### src/hdl/ipcls_pkg.sv
// Package for the IP address text classifier.
// Holds character codes, section limits and the result kind encoding.
// No dependencies.
package ipcls_pkg;

   localparam int CHAR_W = 8;
   localparam int KIND_W = 2;

   localparam logic [CHAR_W-1:0] CHAR_DOT    = 8'h2E;
   localparam logic [CHAR_W-1:0] CHAR_COLON  = 8'h3A;
   localparam logic [CHAR_W-1:0] CHAR_ZERO   = 8'h30;
   localparam logic [CHAR_W-1:0] CHAR_NINE   = 8'h39;
   localparam logic [CHAR_W-1:0] CHAR_LO_A   = 8'h61;
   localparam logic [CHAR_W-1:0] CHAR_LO_F   = 8'h66;
   localparam logic [CHAR_W-1:0] CHAR_UP_A   = 8'h41;
   localparam logic [CHAR_W-1:0] CHAR_UP_F   = 8'h46;

   localparam int V4_VALUE_W = 10;
   localparam int V4_DIGIT_W = 3;
   localparam int V4_COUNT_W = 3;
   localparam int V6_DIGIT_W = 3;
   localparam int V6_COUNT_W = 4;

   localparam logic [V4_VALUE_W-1:0] V4_MAX_VALUE  = 10'd255;
   localparam logic [V4_DIGIT_W-1:0] V4_MAX_DIGITS = 3'd3;
   localparam logic [V4_COUNT_W-1:0] V4_SECTIONS   = 3'd4;
   localparam logic [V4_COUNT_W-1:0] V4_COUNT_MAX  = 3'd7;
   localparam logic [V6_DIGIT_W-1:0] V6_MAX_DIGITS = 3'd4;
   localparam logic [V6_COUNT_W-1:0] V6_SECTIONS   = 4'd8;
   localparam logic [V6_COUNT_W-1:0] V6_COUNT_MAX  = 4'd15;

   typedef enum logic [KIND_W-1:0] {
      KIND_NONE = 2'd0,
      KIND_IPV4 = 2'd1,
      KIND_IPV6 = 2'd2
   } kind_type;

endpackage

### src/hdl/ipcls_v4_check.sv
// Dotted-quad checker: tracks sections, digits, value and leading zero.
// Gives a pass flag for the string ending with the current character.
// Depends on ipcls_pkg.
module ipcls_v4_check (
   input  logic                         clock,
   input  logic                         reset,
   input  logic                         step,
   input  logic [ipcls_pkg::CHAR_W-1:0] char_code,
   input  logic                         is_last,
   output logic                         pass
);

   logic                               alive_ff, alive_in;
   logic [ipcls_pkg::V4_COUNT_W-1:0]   count_ff, count_in;
   logic [ipcls_pkg::V4_DIGIT_W-1:0]   digits_ff, digits_in;
   logic [ipcls_pkg::V4_VALUE_W-1:0]   value_ff, value_in;
   logic                               lzero_ff, lzero_in;

   logic                               f_alive;
   logic [ipcls_pkg::V4_COUNT_W-1:0]   f_count;
   logic [ipcls_pkg::V4_DIGIT_W-1:0]   f_digits;
   logic [ipcls_pkg::V4_VALUE_W-1:0]   f_value;
   logic                               f_lzero;
   logic                               c_alive;
   logic [ipcls_pkg::V4_COUNT_W-1:0]   c_count;
   logic                               is_dot;
   logic                               is_digit;
   logic [3:0]                         digit;

   assign is_dot   = (char_code == ipcls_pkg::CHAR_DOT);
   assign is_digit = (char_code >= ipcls_pkg::CHAR_ZERO) && (char_code <= ipcls_pkg::CHAR_NINE);
   assign digit    = 4'(char_code - ipcls_pkg::CHAR_ZERO);

   // feed the character
   always_comb begin
      f_alive  = alive_ff;
      f_count  = count_ff;
      f_digits = digits_ff;
      f_value  = value_ff;
      f_lzero  = lzero_ff;
      if (alive_ff) begin
         priority if (is_dot) begin
            if ((digits_ff == '0) || (value_ff > ipcls_pkg::V4_MAX_VALUE)) begin
               f_alive = 1'b0;
            end else begin
               if (count_ff < ipcls_pkg::V4_COUNT_MAX) begin
                  f_count = count_ff + 1'b1;
               end
               f_digits = '0;
               f_value  = '0;
               f_lzero  = 1'b0;
            end
         end else if (is_digit) begin
            if ((digits_ff >= ipcls_pkg::V4_MAX_DIGITS) || lzero_ff) begin
               f_alive = 1'b0;
            end else begin
               if ((digits_ff == '0) && (char_code == ipcls_pkg::CHAR_ZERO)) begin
                  f_lzero = 1'b1;
               end
               f_value  = ipcls_pkg::V4_VALUE_W'((value_ff * 10'd10)
                                                 + {6'd0, digit});
               f_digits = digits_ff + 1'b1;
            end
         end else begin
            f_alive = 1'b0;
         end
      end
   end

   // close the open section at end of string
   always_comb begin
      c_alive = f_alive;
      c_count = f_count;
      if (f_alive) begin
         if ((f_digits == '0) || (f_value > ipcls_pkg::V4_MAX_VALUE)) begin
            c_alive = 1'b0;
         end else if (f_count < ipcls_pkg::V4_COUNT_MAX) begin
            c_count = f_count + 1'b1;
         end
      end
   end

   assign pass = c_alive && (c_count == ipcls_pkg::V4_SECTIONS);

   always_comb begin
      alive_in  = alive_ff;
      count_in  = count_ff;
      digits_in = digits_ff;
      value_in  = value_ff;
      lzero_in  = lzero_ff;
      if (step) begin
         if (is_last) begin
            alive_in  = 1'b1;
            count_in  = '0;
            digits_in = '0;
            value_in  = '0;
            lzero_in  = 1'b0;
         end else begin
            alive_in  = f_alive;
            count_in  = f_count;
            digits_in = f_digits;
            value_in  = f_value;
            lzero_in  = f_lzero;
         end
      end
   end

   always_ff @(posedge clock) begin
      if (reset) begin
         alive_ff  <= 1'b1;
         count_ff  <= '0;
         digits_ff <= '0;
         value_ff  <= '0;
         lzero_ff  <= 1'b0;
      end else begin
         alive_ff  <= alive_in;
         count_ff  <= count_in;
         digits_ff <= digits_in;
         value_ff  <= value_in;
         lzero_ff  <= lzero_in;
      end
   end

endmodule

### src/hdl/ipcls_v6_check.sv
// Colon-hex checker: tracks sections and hex digits per section.
// Gives a pass flag for the string ending with the current character.
// Depends on ipcls_pkg.
module ipcls_v6_check (
   input  logic                         clock,
   input  logic                         reset,
   input  logic                         step,
   input  logic [ipcls_pkg::CHAR_W-1:0] char_code,
   input  logic                         is_last,
   output logic                         pass
);

   logic                               alive_ff, alive_in;
   logic [ipcls_pkg::V6_COUNT_W-1:0]   count_ff, count_in;
   logic [ipcls_pkg::V6_DIGIT_W-1:0]   digits_ff, digits_in;

   logic                               f_alive;
   logic [ipcls_pkg::V6_COUNT_W-1:0]   f_count;
   logic [ipcls_pkg::V6_DIGIT_W-1:0]   f_digits;
   logic                               c_alive;
   logic [ipcls_pkg::V6_COUNT_W-1:0]   c_count;
   logic                               is_colon;
   logic                               is_hex;

   assign is_colon = (char_code == ipcls_pkg::CHAR_COLON);
   assign is_hex   = ((char_code >= ipcls_pkg::CHAR_ZERO) && (char_code <= ipcls_pkg::CHAR_NINE))
                  || ((char_code >= ipcls_pkg::CHAR_LO_A) && (char_code <= ipcls_pkg::CHAR_LO_F))
                  || ((char_code >= ipcls_pkg::CHAR_UP_A) && (char_code <= ipcls_pkg::CHAR_UP_F));

   always_comb begin
      f_alive  = alive_ff;
      f_count  = count_ff;
      f_digits = digits_ff;
      if (alive_ff) begin
         priority if (is_colon) begin
            if (digits_ff == '0) begin
               f_alive = 1'b0;
            end else begin
               if (count_ff < ipcls_pkg::V6_COUNT_MAX) begin
                  f_count = count_ff + 1'b1;
               end
               f_digits = '0;
            end
         end else if (is_hex) begin
            if (digits_ff >= ipcls_pkg::V6_MAX_DIGITS) begin
               f_alive = 1'b0;
            end else begin
               f_digits = digits_ff + 1'b1;
            end
         end else begin
            f_alive = 1'b0;
         end
      end
   end

   always_comb begin
      c_alive = f_alive;
      c_count = f_count;
      if (f_alive) begin
         if (f_digits == '0) begin
            c_alive = 1'b0;
         end else if (f_count < ipcls_pkg::V6_COUNT_MAX) begin
            c_count = f_count + 1'b1;
         end
      end
   end

   assign pass = c_alive && (c_count == ipcls_pkg::V6_SECTIONS);

   always_comb begin
      alive_in  = alive_ff;
      count_in  = count_ff;
      digits_in = digits_ff;
      if (step) begin
         if (is_last) begin
            alive_in  = 1'b1;
            count_in  = '0;
            digits_in = '0;
         end else begin
            alive_in  = f_alive;
            count_in  = f_count;
            digits_in = f_digits;
         end
      end
   end

   always_ff @(posedge clock) begin
      if (reset) begin
         alive_ff  <= 1'b1;
         count_ff  <= '0;
         digits_ff <= '0;
      end else begin
         alive_ff  <= alive_in;
         count_ff  <= count_in;
         digits_ff <= digits_in;
      end
   end

endmodule

### src/hdl/ip_address_text_classifier.sv
// IP address text classifier, top level: input register, IPv4 and IPv6
// checkers side by side, result register. Depends on ipcls_pkg,
// ipcls_v4_check and ipcls_v6_check.
// The last character goes through the input register, then the result register.
// Throughput: one character per cycle; a result held by rsp_stall holds the input stage.
// Reset: synchronous; clears both checkers to the start of a string, empties stages.
module ip_address_text_classifier (
   input  logic                                clock,
   input  logic                                reset,
   input  logic                                req_valid,
   output logic                                req_stall,
   input  logic [ipcls_pkg::CHAR_W-1:0]        req_char_code,
   input  logic                                req_is_last,
   output logic                                rsp_valid,
   input  logic                                rsp_stall,
   output logic [ipcls_pkg::KIND_W-1:0]        rsp_address_kind
);

   logic                                in_valid_ff, in_valid_in;
   logic [ipcls_pkg::CHAR_W-1:0]        in_char_ff, in_char_in;
   logic                                in_last_ff, in_last_in;
   logic                                out_valid_ff, out_valid_in;
   ipcls_pkg::kind_type                 out_kind_ff, out_kind_in;

   logic                                advance;
   logic                                req_take;
   logic                                v4_pass;
   logic                                v6_pass;

   assign advance   = in_valid_ff && !(out_valid_ff && rsp_stall);
   assign req_stall = in_valid_ff && !advance;
   assign req_take  = req_valid && !req_stall;

   ipcls_v4_check u_v4 (
      .clock     (clock),
      .reset     (reset),
      .step      (advance),
      .char_code (in_char_ff),
      .is_last   (in_last_ff),
      .pass      (v4_pass)
   );

   ipcls_v6_check u_v6 (
      .clock     (clock),
      .reset     (reset),
      .step      (advance),
      .char_code (in_char_ff),
      .is_last   (in_last_ff),
      .pass      (v6_pass)
   );

   always_comb begin
      in_valid_in = in_valid_ff;
      in_char_in  = in_char_ff;
      in_last_in  = in_last_ff;
      if (req_take) begin
         in_valid_in = 1'b1;
         in_char_in  = req_char_code;
         in_last_in  = req_is_last;
      end else if (advance) begin
         in_valid_in = 1'b0;
      end
   end

   always_comb begin
      out_valid_in = out_valid_ff;
      out_kind_in  = out_kind_ff;
      if (advance && in_last_ff) begin
         out_valid_in = 1'b1;
         priority if (v4_pass) begin
            out_kind_in = ipcls_pkg::KIND_IPV4;
         end else if (v6_pass) begin
            out_kind_in = ipcls_pkg::KIND_IPV6;
         end else begin
            out_kind_in = ipcls_pkg::KIND_NONE;
         end
      end else if (out_valid_ff && !rsp_stall) begin
         out_valid_in = 1'b0;
      end
   end

   always_ff @(posedge clock) begin
      if (reset) begin
         in_valid_ff  <= 1'b0;
         out_valid_ff <= 1'b0;
      end else begin
         in_valid_ff  <= in_valid_in;
         out_valid_ff <= out_valid_in;
      end
   end

   always_ff @(posedge clock) begin
      in_char_ff  <= in_char_in;
      in_last_ff  <= in_last_in;
      out_kind_ff <= out_kind_in;
   end

   assign rsp_valid        = out_valid_ff;
   assign rsp_address_kind = out_kind_ff;

endmodule
### config.mk
export PLATFORM = sky130hd
export DESIGN_NAME = ip_address_text_classifier
export DESIGN_NICKNAME = d
export VERILOG_FILES = /design/src/hdl/ipcls_pkg.sv /design/src/hdl/ipcls_v4_check.sv /design/src/hdl/ipcls_v6_check.sv /design/src/hdl/ip_address_text_classifier.sv
export SDC_FILE = /design/constraint.sdc
export NUM_CORES = 1
export LEC_CHECK = 0
export ABC_AREA = 1
export BUFFER_PORTS_ARGS = -buffer_cell sky130_fd_sc_hd__buf_2
export CAP_MARGIN = 20
export CORE_MARGIN = 2
export CORE_UTILIZATION = 60
export CTS_BUF_LIST = sky130_fd_sc_hd__clkbuf_2 sky130_fd_sc_hd__clkbuf_4 sky130_fd_sc_hd__clkbuf_8
export DETAILED_ROUTE_END_ITERATION = 16
export GPL_TIMING_DRIVEN = 0
export PLACE_DENSITY = 0.88
export SLEW_MARGIN = 10
export SYNTH_ARGS = -nofsm -noshare
export SYNTH_HDL_FRONTEND = slang
export SYNTH_SLANG_ARGS = --single-unit
### constraint.sdc
create_clock -name clock -period 3.4 [get_ports clock]
set_input_delay 0.34 -clock clock [delete_from_list [all_inputs] [get_ports clock]]
set_output_delay 0.34 -clock clock [all_outputs]
set_load 0.005 [all_outputs]
==> impl_metrics.sql, run 1 <==
INSERT INTO impl_metrics (metric_group, metric, value, unit) VALUES
('outcome', 'outcome', 'finished, final reports clean', ''),
('synth', 'synth_cell_types', '34', ''),
('synth', 'syn-mean-instance-area', '6.831', 'um2'),
('timing', 'timing_max_transition_violations_final', '0', ''),
('synth', 'synth_enable_flop_cells', '11', ''),
('worst_hold_path', 'min_path_type', 'input pin to flop', ''),
('placed_design', 'port-buffer-count', '16', ''),
('timing', 'achievable-frequency', '0.3600', 'GHz'),
('placed_design', 'dp_worst_setup_slack', '615.6', 'ps'),
('detailed_routing', 'wl', '6524', 'um'),
('setup_path', 'cpMaxStageDelayCell', 'sky130_fd_sc_hd__fa_1', ''),
('finish', 'syn_to_final_growth', '9.901', '%'),
('detailed_routing', 'drtPass1Iterations', '5', ''),
('pwr', 'power.ir.vdd_worst', '0.2557', 'mV'),
('timing', 'tns', '0', 'ps'),
('clock_network', 'clockBufferDepth', '2', ''),
('synth', 'synth_cells', '444', ''),
('global_routing', 'number_of_antenna_violations_at_the_first_check_in_global_routing', '0', ''),
('die', 'die_y', '75.10', 'um'),
('synth', 'ys_async_sr_fraction', '0', '%'),
('die', 'total_die_area', '5639', 'um2'),
('synth', 'ys.warnings.count', '0', ''),
('timing', 'timing.max_slew.rel_slack', '62.76', '%'),
('pwr', 'leakagePower', '0.001635', 'uW'),
('clock_network', 'ctsHoldBuffers', '0', ''),
('global_routing', 'grt_pass1_wl', '11590', 'um'),
('setup_path', 'timing.critical_path.fanout_max', '5', ''),
('job', 'max_cap_viol_count', '0', ''),
('setup_path', 'worst_ep_arrival_time', '2830', 'ps'),
('detailed_routing', 'drtIter0Drc', '175', ''),
('clock_network', 'clock_tree_sinks', '39', ''),
('pwr', 'finalPower', '1084', 'uW'),
('global_routing', 'first_global_vias', '2639', ''),
('setup_path', 'startpoint_type', 'flop', ''),
('placed_design', 'dpl_cell_area', '3197', 'um2'),
('setup_path', 'setup.worst_path.end_class', 'flop', ''),
('detailed_routing', 'via_density_per_instance', '5.394', ''),
('clock_network', 'cts.reportedPaths.clkPinSlew', '80', 'ps'),
('timing', 'timing.final.setup_violations', '0', ''),
('finish', 'design_area', '3333', 'um2'),
('global_routing', 'grt_start_max_net_pins', '13', ''),
('setup_path', 'critPathMaxStageDelay', '540', 'ps'),
('placed_design', 'hpwl', '5099', 'um'),
('die', 'die_width', '75.10', 'um'),
('detailed_routing', 'detail_route.wl_per_cell', '12.19', 'um'),
('clock_network', 'h-tree-depth', '2', ''),
('timing', 'rsz0062_at_grt', 'no', ''),
('clock_network', 'worst_skew_pair.late_latency', '290', 'ps'),
('die', 'boundaryPins', '17', ''),
('timing', 'final_hold_viol_count', '0', ''),
('setup_path', 'worst-r2r-setup-slack', '620', 'ps'),
('finish', 'finalNetCount', '505', ''),
('setup_path', 'required', '3460', 'ps'),
('setup_path', 'worstPathCellList', 'ha_1 -> ha_1 -> fa_1 -> nand2_1 -> nor2_1 -> nand2_1 -> a21oi_1 -> nand3_1 -> nand2_1 -> nand2_1 -> nand2_1 -> nand3_1 -> nor2_2 -> nor2_1', ''),
('detailed_routing', 'route.detailed.drc', '0', ''),
('setup_path', 'class_of_the_most_critical_setup_path', 'flop to flop', ''),
('detailed_routing', 'vias', '2886', ''),
('finish', 'antenna_cells_inserted', '0', ''),
('synth', 'yosysTopAreaCellShare', '18.48', '%'),
('synth', 'synth_seq_area_share', '29.37', '%'),
('synth', 'ys_flop_type', 'sky130_fd_sc_hd__dfxtp_1', ''),
('timing', 'min_period', '2777', 'ps'),
('placed_design', 'gp_congestion', '0.8543', ''),
('synth', 'commonest_cells_post_synth', 'sky130_fd_sc_hd__nand2_1 (133), sky130_fd_sc_hd__inv_1 (54), sky130_fd_sc_hd__a21oi_1 (38)', ''),
('clock_network', 'post-cts-setup-buffer-count', '0', ''),
('synth', 'synth.most_common_cell', 'sky130_fd_sc_hd__nand2_1', ''),
('timing', 'worst_slew_pin_slew', '558.5', 'ps'),
('detailed_routing', 'route.antenna.remaining_nets', '0', ''),
('synth', 'post_synth_main_area_contributors', 'sky130_fd_sc_hd__dfxtp_1 (18%), sky130_fd_sc_hd__nand2_1 (16%), sky130_fd_sc_hd__edfxtp_1 (11%)', ''),
('die', 'core_area', '4786', 'um2'),
('clock_network', 'numCtsBuffers', '5', '');
## area by class of cell
cell class | instances | area [um2] | area share, %
inverter | 65 | 244.0 | 7.320
sequential | 39 | 890.9 | 26.73
clock buffer | 6 | 76.32 | 2.290
clock inverter | 2 | 60.06 | 1.802
timing repair buffer | 16 | 80.08 | 2.402
tap | 67 | 83.83 | 2.515
buffer | 7 | 32.53 | 0.9760
multi-input combinational | 333 | 1866 | 55.97
## through the flow
stage               cells  hold slack, ps
global route          535           211.6
floorplan             444           409.1
finish                535           223.3
CTS                   535           217.9
global placement      527           452.4
detailed placement    527           467.9
## power by group
part / internal (uW) / total, uW / switching, uW
sequential: 490 / 501 / 10.4
clock: 301 / 465 / 164
combinational: 37.7 / 118 / 80.1
total: 829 / 1080 / 254
## routing by layer
layer | vias up | track usage [%] | part of all wire, %
met2 | 90 | 45.91 | 50
met4 | 0 | 9.921 | 1.4
met1 | 1295 | 34.51 | 43
li1 | 1493 | - | -
met3 | 8 | 2.945 | 4.9
met5 | - | 0 | 0
## critical path, delay by kind of cell (launching register included)
family,cells,cell delay (ps)
adders and majority gates,3,1030
DFF,1,420
AOI/OAI and AO/OA,1,230
and+or+nand+nor,10,870
## kinds of logic after synthesis
kind of cell	share of synthesized area [%]
AOI/OAI and AO/OA	12.00
xor gates and xnor gates	1.155
adders and majority gates	10.81
DFF	29.37
buffers and inverters	9.117
and+or+nand+nor	37.54
## placed cells by master, fill, tap and decap left out, drive strengths merged
cell / n
nand2: 145
inv: 63
nand3: 39
a21oi: 38
nor2: 38
dfxtp: 28
ha: 23
o21ai: 23
buf: 19
edfxtp: 11
clkbuf: 10
nand4: 7
o211ai: 5
nor3: 3
xnor2: 3
clkinv: 2
fa: 2
bufinv: 2
and3: 1
o31ai: 1
o211a: 1
nand3b: 1
and2: 1
xor2: 1
or2: 1
## path summary, 6_finish.rpt
kind | cells after the start | startpoint | to
hold reg to reg | 2 | u_v6.digits_ff[1]$_SDFFE_PP0P_ | u_v6.digits_ff[1]$_SDFFE_PP0P_
hold / removal | 1 | req_char_code[0] | in_char_ff[0]$_DFFE_PP_
setup / recovery | 14 | u_v4.value_ff[1]$_SDFFE_PP0P_ | rsp_address_kind[1]$_SDFFCE_PP0P_
setup reg to reg | 14 | u_v4.value_ff[1]$_SDFFE_PP0P_ | rsp_address_kind[1]$_SDFFCE_PP0P_
## flip-flops by register name (all words and copies together) (netlist names)
signal,count
u_v4.value_ff,10
u_v4.lzero_ff,1
u_v4.digits_ff,3
u_v4.count_ff,3
u_v4.alive_ff,1
rsp_address_kind,2
u_v6.alive_ff,1
u_v6.count_ff,4
rsp_valid,1
u_v6.digits_ff,3
in_last_ff,1
in_char_ff,8
in_valid_ff,1
(Power assumes the default switching activity.)
==> inputs of run 2 (changes only) <==
--- a/config.mk
+++ b/config.mk
@@ -5,7 +5,7 @@
 export SDC_FILE = /design/constraint.sdc
 export NUM_CORES = 1
 export LEC_CHECK = 0
-export ABC_AREA = 1
+export ABC_AREA = 0
 export BUFFER_PORTS_ARGS = -buffer_cell sky130_fd_sc_hd__buf_2
 export CAP_MARGIN = 20
 export CORE_MARGIN = 2
==> constraint.sdc (replaced) <==
create_clock -name clock -period 2.7 [get_ports clock]
set_input_delay 0.27 -clock clock [delete_from_list [all_inputs] [get_ports clock]]
set_output_delay 0.27 -clock clock [all_outputs]
set_load 0.005 [all_outputs]
==> impl_metrics.sql, run 2 <==
INSERT INTO impl_metrics (metric_group, metric, value, unit) VALUES
('outcome', 'outcome', 'finished, violations left', ''),
('outcome', 'violated_checks', 'negative setup slack', ''),
('global_routing', 'grt_start_max_net_pins', '13', ''),
('synth', 'yosys_register_bits', '39', ''),
('placed_design', 'hpwl', '4202', 'um'),
('setup_path', 'worst_ep_arrival_time', '2940', 'ps'),
('timing', 'tns', '-317.6', 'ps'),
('detailed_routing', 'route.detailed.drc', '0', ''),
('placed_design', 'placed_cells_incl_taps', '334', ''),
('timing', 'timing_max_transition_violations_final', '0', ''),
('pwr', 'cell_internal_pwr', '940.9', 'uW'),
('detailed_routing', 'wl', '6114', 'um'),
('timing', 'worst_slew_pin_slew', '809.5', 'ps'),
('global_routing', 'grt_pass1_wl', '9439', 'um'),
('die', 'placementRows', '23', ''),
('detailed_routing', 'drtPass1Iterations', '5', ''),
('finish', 'fillCellCount', '283', ''),
('setup_path', 'rr_endpoint', 'rsp_address_kind[1]$_SDFFCE_PP0P_', ''),
('synth', 'commonest_cells_post_synth', 'sky130_fd_sc_hd__nor2_1 (32), sky130_fd_sc_hd__dfxtp_1 (28), sky130_fd_sc_hd__ha_1 (23)', ''),
('finish', 'mostFrequentLayoutCells', 'sky130_fd_sc_hd__nor2_1 (31), sky130_fd_sc_hd__dfxtp_1 (25), sky130_fd_sc_hd__ha_1 (21), sky130_fd_sc_hd__buf_2 (17), sky130_fd_sc_hd__a22oi_1 (16)', ''),
('detailed_routing', 'drtIter0Drc', '242', ''),
('pwr', 'leakagePower', '0.001207', 'uW'),
('synth', 'synth_enable_flop_cells', '11', ''),
('placed_design', 'dp_worst_setup_slack', '-261.3', 'ps'),
('pwr', 'net-switching-power', '274.7', 'uW'),
('timing', 'rsz0062_at_grt', 'yes', ''),
('finish', 'multi_input_comb_area', '1612', 'um2'),
('die', 'total_die_area', '4719', 'um2'),
('synth', 'synth_cell_types', '58', ''),
('setup_path', 'timing.critical_path.fanout_max', '4', ''),
('timing', 'min_period', '2885', 'ps'),
('synth', 'synth_seq_area_share', '35.48', '%'),
('pwr', 'power.share.sequential', '51.4', '%'),
('synth', 'ys.warnings.count', '0', ''),
('global_routing', 'number_of_antenna_violations_at_the_first_check_in_global_routing', '0', ''),
('clock_network', 'clock_tree_sinks', '39', ''),
('detailed_routing', 'route.antenna.remaining_nets', '0', ''),
('synth', 'post_synth_main_area_contributors', 'sky130_fd_sc_hd__dfxtp_1 (22%), sky130_fd_sc_hd__edfxtp_1 (13%), sky130_fd_sc_hd__ha_1 (11%)', ''),
('finish', 'largest_register_ffs', '10', ''),
('die', 'boundaryPins', '17', ''),
('die', 'start_util', '62.78', '%'),
('finish', 'post_route_cells_drive_above_1_share', '20.07', '%'),
('timing', 'achievable-frequency', '0.3466', 'GHz'),
('synth', 'synth_cells', '269', ''),
('clock_network', 'ctsHoldBuffers', '0', ''),
('synth', 'synth_nets', '307', ''),
('setup_path', 'worst-r2r-setup-slack', '-190', 'ps'),
('worst_hold_path', 'hold_path_depth', '1', ''),
('synth', 'cell_area_after_synthesis', '2511', 'um2'),
('pwr', 'power.share.combinational', '7.0', '%'),
('finish', 'syn_to_final_growth', '15.45', '%'),
('clock_network', 'cts.reportedPaths.clkPinSlew', '80', 'ps'),
('timing', 'worst_slack', '-185.4', 'ps'),
('setup_path', 'class_of_the_most_critical_setup_path', 'flop to flop', ''),
('finish', 'antenna_cells_inserted', '0', ''),
('clock_network', 'h-tree-depth', '2', ''),
('job', 'max_cap_viol_count', '0', ''),
('finish', 'mostFrequentLayoutCell', 'sky130_fd_sc_hd__nor2_1', ''),
('synth', 'yosysTopAreaCellShare', '22.32', '%'),
('clock_network', 'clock-root-buffer', 'sky130_fd_sc_hd__clkbuf_8', ''),
('clock_network', 'tritoncts', 'built', ''),
('synth', 'syn-mean-instance-area', '9.335', 'um2'),
('die', 'die_y', '68.70', 'um'),
('die', 'core_area', '4000', 'um2'),
('global_routing', 'first_global_vias', '2023', ''),
('die', 'die_width', '68.70', 'um'),
('worst_hold_path', 'min_delay_worst_endpoint', 'in_char_ff[4]$_DFFE_PP_', ''),
('synth', 'ys_flop_type', 'sky130_fd_sc_hd__dfxtp_1', ''),
('detailed_routing', 'detail_route.wl_per_cell', '17.52', 'um'),
('worst_hold_path', 'worstHoldStart', 'req_char_code[4]', ''),
('pwr', 'cellPowerDensity', '419.3', 'nW/um2'),
('finish', 'finalNetCount', '336', ''),
('pwr', 'p_sw_share', '22.60', '%'),
('detailed_routing', 'via_density_per_instance', '6.441', ''),
('placed_design', 'port-buffer-count', '15', ''),
('timing', 'fin_skew', '4.197', 'ps'),
('timing', 'timing.max_slew.rel_slack', '45.58', '%'),
('finish', 'combined_flip_flop_and_latch_cell_area', '894.6', 'um2'),
('setup_path', 'ff2ff_path_depth', '8', ''),
('setup_path', 'startpoint_type', 'flop', ''),
('synth', 'ys_async_sr_fraction', '0', '%'),
('setup_path', 'setup.worst_path.end_class', 'flop', ''),
('clock_network', 'worst_skew_pair.late_latency', '300', 'ps'),
('synth', 'synth_top_area_cell', 'sky130_fd_sc_hd__dfxtp_1', ''),
('detailed_routing', 'vias', '2248', ''),
('finish', 'largest_reg_by_ff_count', 'u_v4.value_ff', ''),
('timing', 'timing.final.setup_violations', '2', ''),
('global_routing', 'global_route.overflow_total', '0', ''),
('placed_design', 'gp_congestion', '1.037', ''),
('clock_network', 'clockBufferDepth', '2', ''),
('pwr', 'power.ir.vdd_worst', '0.3925', 'mV'),
('finish', 'reg_top3', 'u_v4.value_ff: 10 flops, in_char_ff: 8 flops, u_v6.count_ff: 4 flops', ''),
('clock_network', 'numCtsBuffers', '5', ''),
('setup_path', 'crit-reg2reg-launch', 'in_char_ff[7]$_DFFE_PP_', ''),
('timing', 'final_hold_viol_count', '0', ''),
('pwr', 'clockPowerShare', '41.6', '%'),
('timing', 'holdWs', '141.6', 'ps'),
('global_routing', 'grt_use_total', '27.23', '%'),
('timing', 'final_min_period_over_clock_period', '106.9', '%'),
('worst_hold_path', 'min_path_type', 'input pin to flop', ''),
('setup_path', 'required', '2750', 'ps'),
('synth', 'synth.most_common_cell', 'sky130_fd_sc_hd__nor2_1', ''),
('finish', 'stdcell_count', '349', '');
==> run 2: cell count changes in the layout (fill, tap and decap cells not counted), moves of 7 or more <==
cell and change:
sky130_fd_sc_hd__a22oi_1 +16, sky130_fd_sc_hd__nand2_2 -7, sky130_fd_sc_hd__nand3_1 -30, sky130_fd_sc_hd__nand2_1 -119, sky130_fd_sc_hd__inv_2 -9, sky130_fd_sc_hd__o21ai_0 -14
sky130_fd_sc_hd__inv_1 -43, sky130_fd_sc_hd__a21oi_1 -28
==> run 2: stage by stage <==
step,area (um2),power (uW),utilization [%]
2_1_floorplan,2514,684.9,-
3_3_place_gp,2651,711.2,66.28
3_5_place_dp,2651,712.6,66.28
4_1_cts,2818,1213,70.44
5_1_grt,2899,1250,72.47
6_report,2899,1216,72.47
==> run 2: worst max path at each step <==
stage,startpoint,end,depth (start not counted)
after CTS,in_char_ff[6]$_DFFE_PP_,rsp_address_kind[1]$_SDFFCE_PP0P_,9
after global placement,u_v4.value_ff[1]$_SDFFE_PP0P_,rsp_address_kind[1]$_SDFFCE_PP0P_,10
after detailed placement,u_v4.value_ff[1]$_SDFFE_PP0P_,rsp_address_kind[1]$_SDFFCE_PP0P_,10
after global routing,u_v4.digits_ff[1]$_SDFFE_PP0P_,rsp_address_kind[1]$_SDFFCE_PP0P_,11
after floorplan,in_char_ff[6]$_DFFE_PP_,rsp_address_kind[1]$_SDFFCE_PP0P_,9
final,in_char_ff[7]$_DFFE_PP_,rsp_address_kind[1]$_SDFFCE_PP0P_,8
==> run 2: kinds of logic after synthesis <==
kind of cell,count (synthesis),share of synthesized area (%)
muxes,5,2.093
adders and majority gates,25,13.05
DFF,39,35.48
xor gates and xnor gates,12,4.733
AOI/OAI and AO/OA,64,18.98
and+or+nand+nor,103,22.42
buffers and inverters,21,3.239
==> run 2: final cells by class <==
class / count / area share, %
buffer: 9 / 1.467
clock inverter: 1 / 1.036
clock buffer: 7 / 2.892
tap: 50 / 2.158
timing repair buffer: 23 / 4.575
sequential: 39 / 30.86
multi-input combinational: 209 / 55.59
inverter: 11 / 1.424
==> run 2: power groups by stage <==
stage / logic [uW] / clock network (uW) / registers (uW)
2_1_floorplan: 51.2 / 0 / 634
3_3_place_gp: 75.4 / 0 / 636
3_5_place_dp: 76.0 / 0 / 637
4_1_cts: 78.8 / 510 / 624
5_1_grt: 91.3 / 532 / 626
6_report: 85.5 / 506 / 624
==> run 2: worst max-delay path, cell delays in order, from the launching register on <==
cell                       delay, ps
sky130_fd_sc_hd__edfxtp_1        410
sky130_fd_sc_hd__or3b_4          420
sky130_fd_sc_hd__or4_4           480
sky130_fd_sc_hd__a211o_1         290
sky130_fd_sc_hd__a22o_1          200
sky130_fd_sc_hd__ha_1            310
sky130_fd_sc_hd__a211o_1         320
sky130_fd_sc_hd__nor2_2          140
sky130_fd_sc_hd__a31oi_1          90
==> run 2: timing repair <==
action	CTS	global route
setup buffers	2	5
pin swaps	3	16
gates resized for setup	10	14
endpoints found under the setup margin	3	13
==> run 2: routing by layer <==
metal  vias up  track usage (%)  wire length [um]
met1      1025            35.04              2570
met2       129            43.15              2815
met4         0            13.48               244
met5         -                0                 0
li1       1071                -                 -
met3        23            6.006               484
==> inputs of run 3 (changes only) <==
--- a/config.mk
+++ b/config.mk
@@ -13,7 +13,7 @@
 export CTS_BUF_LIST = sky130_fd_sc_hd__clkbuf_2 sky130_fd_sc_hd__clkbuf_4 sky130_fd_sc_hd__clkbuf_8
 export DETAILED_ROUTE_END_ITERATION = 16
 export GPL_TIMING_DRIVEN = 0
-export PLACE_DENSITY = 0.88
+export PLACE_DENSITY_LB_ADDON = 0.2
 export SLEW_MARGIN = 10
 export SYNTH_ARGS = -nofsm -noshare
 export SYNTH_HDL_FRONTEND = slang
==> impl_metrics.sql, run 3 (synthesis gave the netlist of run 2 again) <==
INSERT INTO impl_metrics (metric_group, metric, value, unit) VALUES
('outcome', 'outcome', 'finished, violations left', ''),
('outcome', 'violated_checks', 'negative setup slack', ''),
('placed_design', 'gp_congestion', '0.9338', ''),
('clock_network', 'clockBufferDepth', '2', ''),
('setup_path', 'crit-reg2reg-launch', 'in_char_ff[6]$_DFFE_PP_', ''),
('setup_path', 'setup.worst_path.end_class', 'flop', ''),
('detailed_routing', 'wl', '6064', 'um'),
('timing', 'fin_skew', '4.787', 'ps'),
('finish', 'post_route_cells_drive_above_1_share', '25.73', '%'),
('global_routing', 'grt_start_max_net_pins', '14', ''),
('setup_path', 'worst_ep_arrival_time', '2880', 'ps'),
('die', 'die_width', '68.70', 'um'),
('clock_network', 'cts.reportedPaths.clkPinSlew', '80', 'ps'),
('setup_path', 'timing.critical_path.fanout_max', '3', ''),
('clock_network', 'numCtsBuffers', '5', ''),
('timing', 'timing_max_transition_violations_final', '0', ''),
('pwr', 'power.ir.vdd_worst', '0.3709', 'mV'),
('worst_hold_path', 'worstHoldStart', 'req_char_code[0]', ''),
('timing', 'achievable-frequency', '0.3510', 'GHz'),
('timing', 'final_min_period_over_clock_period', '105.5', '%'),
('finish', 'mostFrequentLayoutCell', 'sky130_fd_sc_hd__nor2_1', ''),
('pwr', 'leakagePower', '0.001241', 'uW'),
('clock_network', 'h-tree-depth', '2', ''),
('setup_path', 'critPathLaunch', 'in_char_ff[6]$_DFFE_PP_', ''),
('global_routing', 'grt_use_total', '26.30', '%'),
('setup_path', 'timing.critical_path.buf_inv', '0', ''),
('clock_network', 'ctsHoldBuffers', '0', ''),
('setup_path', 'required', '2730', 'ps'),
('setup_path', 'startpoint_type', 'flop', ''),
('global_routing', 'first_global_vias', '1980', ''),
('pwr', 'cellPowerDensity', '393.0', 'nW/um2'),
('worst_hold_path', 'min_path_type', 'input pin to flop', ''),
('timing', 'rsz0062_at_grt', 'yes', ''),
('timing', 'min_period', '2849', 'ps'),
('die', 'boundaryPins', '17', ''),
('placed_design', 'port-buffer-count', '15', ''),
('global_routing', 'number_of_antenna_violations_at_the_first_check_in_global_routing', '0', ''),
('die', 'die_y', '68.70', 'um'),
('finish', 'reg_top3', 'u_v4.value_ff: 10 flops, in_char_ff: 8 flops, u_v6.count_ff: 4 flops', ''),
('finish', 'mostFrequentLayoutCells', 'sky130_fd_sc_hd__nor2_1 (30), sky130_fd_sc_hd__dfxtp_1 (23), sky130_fd_sc_hd__ha_1 (19)', ''),
('detailed_routing', 'route.detailed.drc', '0', ''),
('clock_network', 'tritoncts', 'built', ''),
('setup_path', 'worstPathCellList', 'or3b_4 -> or4_4 -> a211o_1 -> a22o_1 -> ha_1 -> a211o_1 -> nor2_2 -> a31oi_1', ''),
('finish', 'antenna_cells_inserted', '0', ''),
('timing', 'final_hold_viol_count', '0', ''),
('die', 'start_util', '62.78', '%'),
('detailed_routing', 'drtIter0Drc', '165', ''),
('finish', 'largest_reg_by_ff_count', 'u_v4.value_ff', ''),
('die', 'core_area', '4000', 'um2'),
('die', 'total_die_area', '4719', 'um2'),
('finish', 'finalNetCount', '344', ''),
('setup_path', 'critPathMaxStageDelay', '480', 'ps'),
('timing', 'worst_slack', '-148.7', 'ps'),
('global_routing', 'grt_pass1_wl', '9239', 'um'),
('job', 'max_cap_viol_count', '0', ''),
('placed_design', 'hpwl', '4068', 'um'),
('finish', 'syn_to_final_growth', '22.12', '%'),
('clock_network', 'clock_tree_sinks', '39', ''),
('timing', 'timing.max_slew.rel_slack', '45.97', '%'),
('global_routing', 'global_route.overflow_total', '0', ''),
('detailed_routing', 'vias', '2228', ''),
('clock_network', 'worst_skew_pair.late_latency', '290', 'ps'),
('detailed_routing', 'route.antenna.remaining_nets', '0', ''),
('placed_design', 'dp_worst_setup_slack', '-209.9', 'ps'),
('detailed_routing', 'detail_route.wl_per_cell', '16.99', 'um'),
('die', 'placementRows', '23', ''),
('setup_path', 'class_of_the_most_critical_setup_path', 'flop to flop', ''),
('detailed_routing', 'via_density_per_instance', '6.241', ''),
('setup_path', 'worst_path_most_repeated_cell', 'sky130_fd_sc_hd__a211o_1', ''),
('setup_path', 'cpMaxStageDelayCell', 'sky130_fd_sc_hd__or4_4', ''),
('detailed_routing', 'drtPass1Iterations', '4', ''),
('setup_path', 'crit_family', 'simple AND/OR/NAND/NOR gates', ''),
('placed_design', 'placed_cells_incl_taps', '334', ''),
('finish', 'stdcell_count', '357', ''),
('timing', 'worst_slew_pin_slew', '807.4', 'ps'),
('timing', 'timing.final.setup_violations', '2', ''),
('finish', 'largest_register_ffs', '10', ''),
('clock_network', 'clock-root-buffer', 'sky130_fd_sc_hd__clkbuf_8', '');
## run 3: cell count changes in the layout (fill, tap and decap cells not counted), sizes merged
cell,change
clkinv,+2
clkbuf,-1
buf,+7
## run 3: repair_timing
item | 4_1_cts | 5_1_grt
gates resized for setup | 13 | 25
buffers inserted | 6 | 10
endpoints found under the setup margin | 3 | 13
pin swaps | 6 | 12
## run 3: worst paths after layout
path / cells past startpoint / slack, ps / endpoint
min reg2reg: 2 / 500 / u_v4.value_ff[2]$_SDFFE_PP0P_
max reg2reg: 8 / -150 / rsp_address_kind[1]$_SDFFCE_PP0P_
max: 8 / -150 / rsp_address_kind[1]$_SDFFCE_PP0P_
min: 1 / 140 / in_char_ff[0]$_DFFE_PP_
## run 3: per-stage QoR
step | power [uW] | hold slack, ps | util (%) | instance area (um2) | TNS [ps]
final | 1205 | 144.4 | 76.67 | 3067 | -231.7
after global routing | 1238 | 135.8 | 76.67 | 3067 | -538.4
after CTS | 1192 | 142.9 | 71.50 | 2860 | -234.4
after detailed placement | 713.4 | 448.1 | 66.28 | 2651 | -359.8
after global placement | 713.1 | 447.9 | 66.28 | 2651 | -394.8
after floorplan | 684.9 | 368.9 | - | 2514 | 0
## run 3: metal layers
| metal | track usage (%) | part of all wire, % | vias up |
|---|---|---|---|
| met3 | 5.357 | 7.7 | 11 |
| met4 | 8.333 | 1.3 | 0 |
| li1 | - | - | 1080 |
| met5 | 0 | 0 | - |
| met1 | 34.80 | 43 | 1049 |
| met2 | 43.15 | 48 | 88 |
## run 3: where the power goes
part	internal, uW	switching [uW]
clock network	275	212
registers	614	10.9
logic	35.7	58.1
total	925	281
## run 3: final cells by class
class	count	area, um2
clock buffer	5	68.82
tap	50	62.56
clock inverter	3	43.79
multi-input combinational	209	1713
timing repair buffer	31	195.2
fill	266	933.4
sequential	39	897.1
buffer	9	45.04
inverter	11	41.29
